===== src/design/sawbc_pkg.sv =====
`timescale 1ns / 1ps
// shared types and constants of the set-associative write-back cache tag controller
package sawbc_pkg;

    localparam int ADDR_W     = 32;
    localparam int LAT_W      = 8;
    localparam int STALL_W    = 9;
    localparam int CNT_W      = 32;
    localparam int CFG_IDX_W  = 8;
    localparam int CFG_DATA_W = 8;

    localparam logic [CFG_IDX_W-1:0] CFG_CACHE_ENABLE   = 8'd0;
    localparam logic [CFG_IDX_W-1:0] CFG_LOOKUP_LATENCY = 8'd1;
    localparam logic [CFG_IDX_W-1:0] CFG_READ_LATENCY   = 8'd2;
    localparam logic [CFG_IDX_W-1:0] CFG_WRITE_LATENCY  = 8'd3;

    localparam logic             RST_CACHE_ENABLE   = 1'b1;
    localparam logic [LAT_W-1:0] RST_LOOKUP_LATENCY = 8'd0;
    localparam logic [LAT_W-1:0] RST_READ_LATENCY   = 8'd30;
    localparam logic [LAT_W-1:0] RST_WRITE_LATENCY  = 8'd10;

    localparam logic REQ_LOAD  = 1'b0;
    localparam logic REQ_STORE = 1'b1;

    typedef struct packed {
        logic              req_type;
        logic [ADDR_W-1:0] address;
    } t_req;

    typedef struct packed {
        logic [STALL_W-1:0] stall_cycles;
        logic               hit;
        logic               did_writeback;
        logic [CNT_W-1:0]   load_count;
        logic [CNT_W-1:0]   store_count;
        logic [CNT_W-1:0]   load_miss_count;
        logic [CNT_W-1:0]   store_miss_count;
        logic [CNT_W-1:0]   writeback_count;
    } t_rsp;

    typedef struct packed {
        logic load;
        logic store;
        logic load_miss;
        logic store_miss;
        logic writeback;
    } t_evt;

endpackage


===== src/design/sawbc_tag_store.sv =====
`timescale 1ns / 1ps
// per-set tag, valid, dirty and victim pointer memory with clearing pass and write bypass
module sawbc_tag_store
    import sawbc_pkg::*;
#(
    parameter int NUM_SETS = 8,
    parameter int ROW_W    = 105
) (
    input  logic                        i_clk,
    input  logic                        i_rst_n,
    input  logic                        i_rd_en,
    input  logic [$clog2(NUM_SETS)-1:0] i_rd_set,
    output logic [ROW_W-1:0]            o_rd_row,
    input  logic                        i_wr_en,
    input  logic [$clog2(NUM_SETS)-1:0] i_wr_set,
    input  logic [ROW_W-1:0]            i_wr_row,
    output logic                        o_clearing
);

    localparam int SET_W = $clog2(NUM_SETS);

    logic [ROW_W-1:0] r_mem [NUM_SETS];
    logic [ROW_W-1:0] r_rd_row;
    logic             r_clr_active;
    logic [SET_W-1:0] r_clr_idx;

    always_ff @(posedge i_clk) begin
        if (!i_rst_n) begin
            r_clr_active <= 1'b1;
            r_clr_idx    <= '0;
        end else if (r_clr_active) begin
            r_clr_idx <= r_clr_idx + 1'b1;
            if (r_clr_idx == SET_W'(NUM_SETS - 1)) begin
                r_clr_active <= 1'b0;
            end
        end
    end

    always_ff @(posedge i_clk) begin
        if (r_clr_active) begin
            r_mem[r_clr_idx] <= '0;
        end else if (i_wr_en) begin
            r_mem[i_wr_set] <= i_wr_row;
        end
    end

    // same-set write in this cycle wins over the stored row
    always_ff @(posedge i_clk) begin
        if (i_rd_en) begin
            if (i_wr_en && (i_wr_set == i_rd_set)) begin
                r_rd_row <= i_wr_row;
            end else begin
                r_rd_row <= r_mem[i_rd_set];
            end
        end
    end

    assign o_rd_row   = r_rd_row;
    assign o_clearing = r_clr_active;

endmodule


===== src/design/sawbc_lookup.sv =====
`timescale 1ns / 1ps
// tag compare, victim choice, row update and stall calculation for one access
module sawbc_lookup
    import sawbc_pkg::*;
#(
    parameter int NUM_WAYS = 4,
    parameter int TAG_W    = 24
) (
    input  logic                     i_valid,
    input  logic                     i_enable,
    input  logic                     i_req_type,
    input  logic [TAG_W-1:0]         i_tag,
    input  logic [NUM_WAYS*(TAG_W+2)+$clog2(NUM_WAYS)-1:0] i_row,
    input  logic [LAT_W-1:0]         i_lookup_lat,
    input  logic [LAT_W-1:0]         i_read_lat,
    input  logic [LAT_W-1:0]         i_write_lat,
    output logic [STALL_W-1:0]       o_stall,
    output logic                     o_hit,
    output logic                     o_wb,
    output t_evt                     o_evt,
    output logic                     o_wr_en,
    output logic [NUM_WAYS*(TAG_W+2)+$clog2(NUM_WAYS)-1:0] o_row
);

    localparam int PTR_W = $clog2(NUM_WAYS);
    localparam int ENT_W = TAG_W + 2;
    localparam int ROW_W = NUM_WAYS * ENT_W + PTR_W;

    logic [TAG_W-1:0]    way_tag [NUM_WAYS];
    logic [NUM_WAYS-1:0] way_valid;
    logic [NUM_WAYS-1:0] way_dirty;
    logic                hit_any;
    logic [PTR_W-1:0]    hit_way;
    logic [PTR_W-1:0]    victim;
    logic [PTR_W-1:0]    next_ptr;
    logic                victim_dirty;
    logic                is_store;
    logic                act;

    assign is_store = (i_req_type == REQ_STORE);
    assign act      = i_valid && i_enable;

    always_comb begin
        for (int w = 0; w < NUM_WAYS; w++) begin
            way_tag[w]   = i_row[w*ENT_W +: TAG_W];
            way_valid[w] = i_row[w*ENT_W + TAG_W];
            way_dirty[w] = i_row[w*ENT_W + TAG_W + 1];
        end
    end

    // lowest matching way wins
    always_comb begin
        hit_any = 1'b0;
        hit_way = '0;
        for (int w = NUM_WAYS - 1; w >= 0; w--) begin
            if (way_valid[w] && (way_tag[w] == i_tag)) begin
                hit_any = 1'b1;
                hit_way = PTR_W'(w);
            end
        end
    end

    assign victim       = i_row[ROW_W-1 -: PTR_W];
    assign victim_dirty = way_dirty[victim];
    assign next_ptr     = (victim == PTR_W'(NUM_WAYS - 1)) ? '0 : victim + 1'b1;

    always_comb begin
        o_row = i_row;
        if (hit_any) begin
            for (int w = 0; w < NUM_WAYS; w++) begin
                if ((PTR_W'(w) == hit_way) && is_store) begin
                    o_row[w*ENT_W + TAG_W + 1] = 1'b1;
                end
            end
        end else begin
            for (int w = 0; w < NUM_WAYS; w++) begin
                if (PTR_W'(w) == victim) begin
                    o_row[w*ENT_W +: ENT_W] = {is_store, 1'b1, i_tag};
                end
            end
            o_row[ROW_W-1 -: PTR_W] = next_ptr;
        end
    end

    always_comb begin
        if (!i_enable) begin
            o_stall = is_store ? {1'b0, i_write_lat} : {1'b0, i_read_lat};
        end else if (hit_any) begin
            o_stall = {1'b0, i_lookup_lat};
        end else begin
            o_stall = {1'b0, i_read_lat}
                    + (victim_dirty ? {1'b0, i_write_lat} : STALL_W'(0));
        end
    end

    assign o_hit   = i_enable && hit_any;
    assign o_wb    = i_enable && !hit_any && victim_dirty;
    assign o_wr_en = act;

    assign o_evt.load       = act && !is_store;
    assign o_evt.store      = act && is_store;
    assign o_evt.load_miss  = act && !is_store && !hit_any;
    assign o_evt.store_miss = act && is_store && !hit_any;
    assign o_evt.writeback  = act && !hit_any && victim_dirty;

endmodule


===== src/design/sawbc_counters.sv =====
`timescale 1ns / 1ps
// five wrapping event counters
module sawbc_counters
    import sawbc_pkg::*;
(
    input  logic             i_clk,
    input  logic             i_rst_n,
    input  t_evt             i_evt,
    output logic [CNT_W-1:0] o_load_count,
    output logic [CNT_W-1:0] o_store_count,
    output logic [CNT_W-1:0] o_load_miss_count,
    output logic [CNT_W-1:0] o_store_miss_count,
    output logic [CNT_W-1:0] o_writeback_count
);

    logic [CNT_W-1:0] r_load;
    logic [CNT_W-1:0] r_store;
    logic [CNT_W-1:0] r_load_miss;
    logic [CNT_W-1:0] r_store_miss;
    logic [CNT_W-1:0] r_wb;

    always_ff @(posedge i_clk) begin
        if (!i_rst_n) begin
            r_load       <= '0;
            r_store      <= '0;
            r_load_miss  <= '0;
            r_store_miss <= '0;
            r_wb         <= '0;
        end else begin
            r_load       <= r_load + CNT_W'(i_evt.load);
            r_store      <= r_store + CNT_W'(i_evt.store);
            r_load_miss  <= r_load_miss + CNT_W'(i_evt.load_miss);
            r_store_miss <= r_store_miss + CNT_W'(i_evt.store_miss);
            r_wb         <= r_wb + CNT_W'(i_evt.writeback);
        end
    end

    assign o_load_count       = r_load;
    assign o_store_count      = r_store;
    assign o_load_miss_count  = r_load_miss;
    assign o_store_miss_count = r_store_miss;
    assign o_writeback_count  = r_wb;

endmodule


===== src/design/set_assoc_writeback_cache_tags.sv =====
`timescale 1ns / 1ps
// top level of the set-associative write-back cache tag controller
//
// An access transfer (load or store with byte address on i_req) is taken at a
// rising edge with start high and busy low. A new access can be taken every
// cycle, one access per cycle sustained. The access is registered together
// with the tag row of its set; the compare, victim choice and row update are
// done in the next cycle, and the result is registered onto o_rsp with
// o_rsp_valid high for exactly one cycle. The event counts on o_rsp are those
// after the access. Back-to-back accesses to one set see each other's updates
// through a bypass on the row memory.
// Configuration writes use i_cfg_valid / o_cfg_ready (always ready) with a
// register index and 8-bit data; indexes past the last register are ignored.
// After reset the row memory is cleared one set per cycle, with busy high;
// configuration writes are taken during that time. The receiver cannot
// stall: each result is present for one cycle only.
module set_assoc_writeback_cache_tags
    import sawbc_pkg::*;
#(
    parameter int NUM_SETS   = 8,
    parameter int NUM_WAYS   = 4,
    parameter int LINE_BYTES = 32
) (
    input  logic                  i_clk,
    input  logic                  i_rst_n,
    input  logic                  start,
    output logic                  busy,
    input  t_req                  i_req,
    output logic                  o_rsp_valid,
    output t_rsp                  o_rsp,
    input  logic                  i_cfg_valid,
    output logic                  o_cfg_ready,
    input  logic [CFG_IDX_W-1:0]  i_cfg_index,
    input  logic [CFG_DATA_W-1:0] i_cfg_data
);

    localparam int OFS_W = $clog2(LINE_BYTES);
    localparam int SET_W = $clog2(NUM_SETS);
    localparam int TAG_W = ADDR_W - OFS_W - SET_W;
    localparam int PTR_W = $clog2(NUM_WAYS);
    localparam int ROW_W = NUM_WAYS * (TAG_W + 2) + PTR_W;

    logic             r_cache_enable;
    logic [LAT_W-1:0] r_lookup_lat;
    logic [LAT_W-1:0] r_read_lat;
    logic [LAT_W-1:0] r_write_lat;

    logic             accept;
    logic             clearing;
    logic             r_stage_valid;
    t_req             r_stage_req;
    logic [ROW_W-1:0] rd_row;
    logic [ROW_W-1:0] wr_row;
    logic             wr_en;

    logic [STALL_W-1:0] n_stall;
    logic               n_hit;
    logic               n_wb;
    t_evt               evt;

    logic               r_rsp_valid;
    logic [STALL_W-1:0] r_stall;
    logic               r_hit;
    logic               r_wb;

    logic [CNT_W-1:0] load_count;
    logic [CNT_W-1:0] store_count;
    logic [CNT_W-1:0] load_miss_count;
    logic [CNT_W-1:0] store_miss_count;
    logic [CNT_W-1:0] writeback_count;

    assign busy        = clearing;
    assign accept      = start && !clearing;
    assign o_cfg_ready = 1'b1;

    // configuration registers
    always_ff @(posedge i_clk) begin
        if (!i_rst_n) begin
            r_cache_enable <= RST_CACHE_ENABLE;
            r_lookup_lat   <= RST_LOOKUP_LATENCY;
            r_read_lat     <= RST_READ_LATENCY;
            r_write_lat    <= RST_WRITE_LATENCY;
        end else if (i_cfg_valid) begin
            case (i_cfg_index)
                CFG_CACHE_ENABLE:   r_cache_enable <= i_cfg_data[0];
                CFG_LOOKUP_LATENCY: r_lookup_lat   <= i_cfg_data[LAT_W-1:0];
                CFG_READ_LATENCY:   r_read_lat     <= i_cfg_data[LAT_W-1:0];
                CFG_WRITE_LATENCY:  r_write_lat    <= i_cfg_data[LAT_W-1:0];
                default: begin
                end
            endcase
        end
    end

    // input register
    always_ff @(posedge i_clk) begin
        if (!i_rst_n) begin
            r_stage_valid <= 1'b0;
        end else begin
            r_stage_valid <= accept;
        end
    end

    always_ff @(posedge i_clk) begin
        if (accept) begin
            r_stage_req <= i_req;
        end
    end

    sawbc_tag_store #(
        .NUM_SETS (NUM_SETS),
        .ROW_W    (ROW_W)
    ) u_tag_store (
        .i_clk      (i_clk),
        .i_rst_n    (i_rst_n),
        .i_rd_en    (accept),
        .i_rd_set   (i_req.address[OFS_W +: SET_W]),
        .o_rd_row   (rd_row),
        .i_wr_en    (wr_en),
        .i_wr_set   (r_stage_req.address[OFS_W +: SET_W]),
        .i_wr_row   (wr_row),
        .o_clearing (clearing)
    );

    sawbc_lookup #(
        .NUM_WAYS (NUM_WAYS),
        .TAG_W    (TAG_W)
    ) u_lookup (
        .i_valid      (r_stage_valid),
        .i_enable     (r_cache_enable),
        .i_req_type   (r_stage_req.req_type),
        .i_tag        (r_stage_req.address[ADDR_W-1 -: TAG_W]),
        .i_row        (rd_row),
        .i_lookup_lat (r_lookup_lat),
        .i_read_lat   (r_read_lat),
        .i_write_lat  (r_write_lat),
        .o_stall      (n_stall),
        .o_hit        (n_hit),
        .o_wb         (n_wb),
        .o_evt        (evt),
        .o_wr_en      (wr_en),
        .o_row        (wr_row)
    );

    sawbc_counters u_counters (
        .i_clk              (i_clk),
        .i_rst_n            (i_rst_n),
        .i_evt              (evt),
        .o_load_count       (load_count),
        .o_store_count      (store_count),
        .o_load_miss_count  (load_miss_count),
        .o_store_miss_count (store_miss_count),
        .o_writeback_count  (writeback_count)
    );

    // result register
    always_ff @(posedge i_clk) begin
        if (!i_rst_n) begin
            r_rsp_valid <= 1'b0;
        end else begin
            r_rsp_valid <= r_stage_valid;
        end
    end

    always_ff @(posedge i_clk) begin
        if (r_stage_valid) begin
            r_stall <= n_stall;
            r_hit   <= n_hit;
            r_wb    <= n_wb;
        end
    end

    // counters are updated at the same edge as the result register
    always_comb begin
        o_rsp.stall_cycles     = r_stall;
        o_rsp.hit              = r_hit;
        o_rsp.did_writeback    = r_wb;
        o_rsp.load_count       = load_count;
        o_rsp.store_count      = store_count;
        o_rsp.load_miss_count  = load_miss_count;
        o_rsp.store_miss_count = store_miss_count;
        o_rsp.writeback_count  = writeback_count;
    end

    assign o_rsp_valid = r_rsp_valid;

endmodule


===== config.mk =====
export PLATFORM = sky130hd
export DESIGN_NAME = set_assoc_writeback_cache_tags
export DESIGN_NICKNAME = d
export VERILOG_FILES = /design/src/design/sawbc_pkg.sv /design/src/design/sawbc_tag_store.sv /design/src/design/sawbc_lookup.sv /design/src/design/sawbc_counters.sv /design/src/design/set_assoc_writeback_cache_tags.sv
export SDC_FILE = /design/constraint.sdc
export NUM_CORES = 2
export LEC_CHECK = 0
export ABC_AREA = 1
export BUFFER_PORTS_ARGS = -buffer_cell sky130_fd_sc_hd__buf_2
export CAP_MARGIN = 40
export CORE_MARGIN = 5
export CORE_UTILIZATION = 39
export CTS_CLUSTER_DIAMETER = 100
export DETAILED_ROUTE_END_ITERATION = 7
export MAX_ROUTING_LAYER = met4
export SYNTH_ARGS = -nofsm -noshare
export SYNTH_HDL_FRONTEND = slang
export SYNTH_SLANG_ARGS = --single-unit

===== constraint.sdc =====
create_clock -name i_clk -period 17.9 [get_ports i_clk]
set_input_delay 3.58 -clock i_clk [delete_from_list [all_inputs] [get_ports i_clk]]
set_output_delay 3.58 -clock i_clk [all_outputs]
set_load 0.03 [all_outputs]

==> reports/summary.txt <==
Area growth, synth to finish -> 14.3%
Post-route minimum period -> 6.37 ns
Final wirelength -> 149000 um
TritonCTS clock tree -> yes
Most numerous cell on the critical path -> sky130_fd_sc_hd__buf_4
Final hold viol count -> 0
RR Endpoint -> u_counters.o_load_miss_count[30]
Headroom to the max-slew limit -> 35.9%
Clock sinks -> 1184
Die Wd -> 375 um
Mapped Avg Cell Area -> 10.1 um2
Most instantiated flip-flop cell in the synthesis netlist -> sky130_fd_sc_hd__edfxtp_1
Initial antenna violation count -> 3
Top sig layer -> met4
Total Nets Final -> 5412
Remaining global-route overflow -> 0
Setup CP Type -> in2reg
Count of different cell masters after synthesis -> 47
Via count of the first global-routing pass -> 36400
Worst hold-check slack -> 0.465 ns
Beginning of the critical path -> i_req[5]
Highest net fanout along the worst path -> 105
Critical-path top delay cell -> sky130_fd_sc_hd__buf_8
Root buffer cell -> sky130_fd_sc_hd__clkbuf_16
Hold buffer count at CTS -> 0
Fraction of final layout cells sized beyond drive strength 1 -> 9.33%
Clock edge transition at the registers on the reported setup and hold paths -> 0.06 ns
Number of input and output port buffers inserted -> 220
Register-to-Register Setup Slack -> 12.85 ns
Data arrival time of the worst path -> 6.87 ns
Vias per Instance -> 5.42
Number of enable flip-flop cells after synthesis -> 993
Cells on worst reg2reg path -> 22
Nature of the critical path startpoint -> primary input
Cts bufs inserted -> 133
Number of synthesis warnings -> 0
Met2 Wirelength -> 69000 um
Detailed Route Iter0 Violations -> 3916
Crit path capture type -> flop
Required time reported for the critical path endpoint -> 18.39 ns
Total Power -> 6040 uW
Buffers from clock root to sink, at most -> 3
Pins Over Slew Limit -> 0
Sum Neg Setup Slack -> 0 ns
Max incr delay on CP -> 0.45 ns
Achievable clock frequency -> 0.157 GHz
Overall Global Routing Usage -> 21.1%
Power per standard cell area -> 102 nW/um2
Post-place instance area -> 55300 um2
Placeable core region -> 133000 um2
Routed wl met3 -> 10800 um
Critical Path Sink -> u_tag_store.o_rd_row[60]
Final worst-path cycle share -> 35.6%
Leakage power of the design -> 0.0224 uW
Part of the Yosys area used for sequential elements -> 64.7%
Result of the run -> finished clean
Total via count in the routed design -> 39000
Largest net degree at the start of global routing -> 114
Later-pin clock latency in the skew report -> 0.76 ns
DR DRC count -> 0
Final HPWL from detailed placement -> 91500 um
Worst-margin pin slew -> 0.962 ns
Hold path start -> u_counters.o_store_miss_count[31]
DRT Pass-1 Iters -> 7
Routed wirelength normalized by instance count -> 20.6 um
Final number of setup-violating endpoints -> 0
Synth Instances -> 5173
Die H -> 375 um
Share of flip-flops with an asynchronous set or reset after synthesis -> 0%
RSZ-0062 raised after global routing -> false
Global placement routability congestion -> 0.950
Flip-flop and latch count after synthesis -> 1184
Number of gates given a new drive strength after cts -> 0
# rows -> 134
Cell area after layout -> 59500 um2
ANT nets after route -> 0
Net Count, Synth -> 5251
Initial cell density of the core -> 39.1%
Mapped Area -> 52000 um2
Filler cell count -> 12500
Max VDD drop -> 0.0876 mV
I/O pin count -> 227
Total Die Area -> 141000 um2
First-pass GRT wire length -> 224000 um
H-tree depth -> 4
Layout Skew -> 0.0325 ns
Type of the tightest min-delay check -> reg2reg
Routed metal-1 wire length -> 64900 um
R2R Path Start -> r_stage_req[20]
Setup repair bufs after CTS -> 0
Chain of cells forming the critical path -> buf_8 -> buf_4 -> buf_16 -> or2_2 -> nand3_1 -> nor3_4 -> buf_4 -> inv_4 -> buf_4 -> buf_12 -> nand2_1 -> nand2_1
Max Cap Viol -> 0
[worst max-delay path: cells and delay by family]
kind	cells	cell delay [ns]
buffers and inverters	7	2.56
and+or+nand+nor	5	0.59
[cell type report]
class	count	area [um2]	share of cell area (%)
Inverter	340	1290	2.17
Sequential cell	1184	33600	56.6
Timing Repair Buffer	293	2020	3.39
Multi-Input combinational cell	3382	16100	27.2
Tap cell	1768	2210	3.72
Clock inverter	65	529	0.890
Clock buffer	169	3610	6.08
Antenna cell	2	5.00	0.00842
[cells in the mapped netlist (4+ instances only)]
library cell               count  share of area (%)
sky130_fd_sc_hd__a21oi_1     134                1.3
sky130_fd_sc_hd__dfxtp_1     191                7.3
sky130_fd_sc_hd__clkbuf_1    209                1.5
sky130_fd_sc_hd__nand3_1     181                1.7
sky130_fd_sc_hd__nor2_1      885                6.4
sky130_fd_sc_hd__nand4_1     147                1.8
sky130_fd_sc_hd__nor3_1       72               0.69
sky130_fd_sc_hd__xor2_1       23               0.39
sky130_fd_sc_hd__inv_2         7              0.051
sky130_fd_sc_hd__buf_2        21               0.20
sky130_fd_sc_hd__o21ai_0     308                3.0
sky130_fd_sc_hd__nor4_1       23               0.28
sky130_fd_sc_hd__a211oi_1      4              0.058
sky130_fd_sc_hd__and3_1       99                1.2
sky130_fd_sc_hd__o211ai_1     18               0.26
sky130_fd_sc_hd__a31oi_1       8              0.096
sky130_fd_sc_hd__nor3b_1      14               0.20
sky130_fd_sc_hd__ha_1         24               0.58
sky130_fd_sc_hd__buf_1        33               0.24
sky130_fd_sc_hd__buf_4         4              0.058
sky130_fd_sc_hd__o21a_1       20               0.29
sky130_fd_sc_hd__o32ai_1     212                3.6
sky130_fd_sc_hd__xnor2_1      15               0.25
sky130_fd_sc_hd__edfxtp_1    993                 57
sky130_fd_sc_hd__nand2_1    1163                8.4
sky130_fd_sc_hd__inv_1       331                2.4
sky130_fd_sc_hd__nand3b_1      5              0.072
sky130_fd_sc_hd__or2_2         5              0.060
[power breakdown]
part / internal (uW) / total [uW] / switching [uW] / leakage (uW)
Sequential: 3070 / 3090 / 20.4 / 0.0102
Combinational: 90.8 / 341 / 250 / 0.0101
Clock: 1500 / 2600 / 1100 / 0.00202
Total: 4670 / 6040 / 1370 / 0.0224
[cells by family (layout without fill, tap and decap cells)]
group	after synthesis	in the layout	share of synthesized area, %
AND/OR/NAND/NOR	2606	2606	21.0
flip-flops	1184	1184	64.7
AO/OA/AOI/OAI	712	712	8.66
buffers and inverters	607	867	4.46
XOR/XNOR	38	38	0.640
adder cells (fa/ha/maj)	25	25	0.616
other	1	3	0.00721
[metal layers]
layer  vias to the layer above  GRT usage, %
met5                         -             -
met2                      1474          33.0
met4                         0          5.80
li1                      18400             -
met1                     18900          28.6
met3                       243          3.51
[flip-flops by register name, summed over array words and instances, names as in the netlist, 3 cells and up]
signal and count:
r_lookup_lat 8, r_read_lat 8, r_stage_req 28, r_stall 9, r_write_lat 8, u_counters.o_load_count 32
u_counters.o_load_miss_count 32, u_counters.o_store_count 32, u_counters.o_store_miss_count 32, u_counters.o_writeback_count 32, u_tag_store.o_rd_row 106, u_tag_store.r_clr_idx 3
u_tag_store.r_mem 848
[through the flow]
| step | std cells | utilization (%) | worst slack, ns |
|---|---|---|---|
| floorplan | 5173 | - | 8.01 |
| global placement | 6947 | 41.2 | 10.39 |
| detailed placement | 6967 | 41.6 | 10.77 |
| CTS | 7201 | 44.7 | 11.58 |
| global route | 7203 | 44.7 | 11.30 |
| finish | 7203 | 44.7 | 11.53 |
[worst min-delay path by stage]
stage / to / cells after the start
final: u_counters.o_store_miss_count[31] / 2
after global routing: u_counters.o_store_count[21] / 2
after CTS: u_counters.o_store_miss_count[31] / 2
after detailed placement: u_counters.o_store_miss_count[31] / 2
after global placement: u_counters.o_store_miss_count[31] / 2
after floorplan: r_write_lat[3] / 2
[placed cells by master, fill, tap and decap left out, types with 3 or more instances in the layout]
cell,synthesis,layout
sky130_fd_sc_hd__xnor2_1,15,15
sky130_fd_sc_hd__bufinv_16,0,5
sky130_fd_sc_hd__nor3b_1,14,14
sky130_fd_sc_hd__and2_1,3,3
sky130_fd_sc_hd__nor3_1,72,72
sky130_fd_sc_hd__clkbuf_1,209,26
sky130_fd_sc_hd__clkinv_1,2,27
sky130_fd_sc_hd__buf_2,21,216
sky130_fd_sc_hd__nand3b_1,5,5
sky130_fd_sc_hd__edfxtp_1,993,993
sky130_fd_sc_hd__nand2_1,1163,1162
sky130_fd_sc_hd__a211oi_1,4,4
sky130_fd_sc_hd__o21a_1,20,20
sky130_fd_sc_hd__nor2_4,1,11
sky130_fd_sc_hd__inv_1,331,331
sky130_fd_sc_hd__nor2_1,885,874
sky130_fd_sc_hd__or2_2,5,5
sky130_fd_sc_hd__clkbuf_16,0,138
sky130_fd_sc_hd__a21oi_1,134,134
sky130_fd_sc_hd__nand3_1,181,181
sky130_fd_sc_hd__nor2_2,2,3
sky130_fd_sc_hd__o32ai_1,212,212
sky130_fd_sc_hd__clkbuf_8,0,4
sky130_fd_sc_hd__nor4_1,23,23
sky130_fd_sc_hd__and3_1,99,99
sky130_fd_sc_hd__clkinvlp_4,0,3
sky130_fd_sc_hd__o211ai_1,18,18
sky130_fd_sc_hd__o21ai_0,308,308
sky130_fd_sc_hd__buf_16,0,14
sky130_fd_sc_hd__nand4_1,147,147
sky130_fd_sc_hd__a31oi_1,8,8
sky130_fd_sc_hd__inv_6,0,8
sky130_fd_sc_hd__ha_1,24,24
sky130_fd_sc_hd__xor2_1,23,23
sky130_fd_sc_hd__clkinv_2,0,17
sky130_fd_sc_hd__buf_4,4,56
sky130_fd_sc_hd__buf_12,0,5
sky130_fd_sc_hd__dfxtp_1,191,191
sky130_fd_sc_hd__inv_2,7,4
Power figures use the tool's default switching activity.
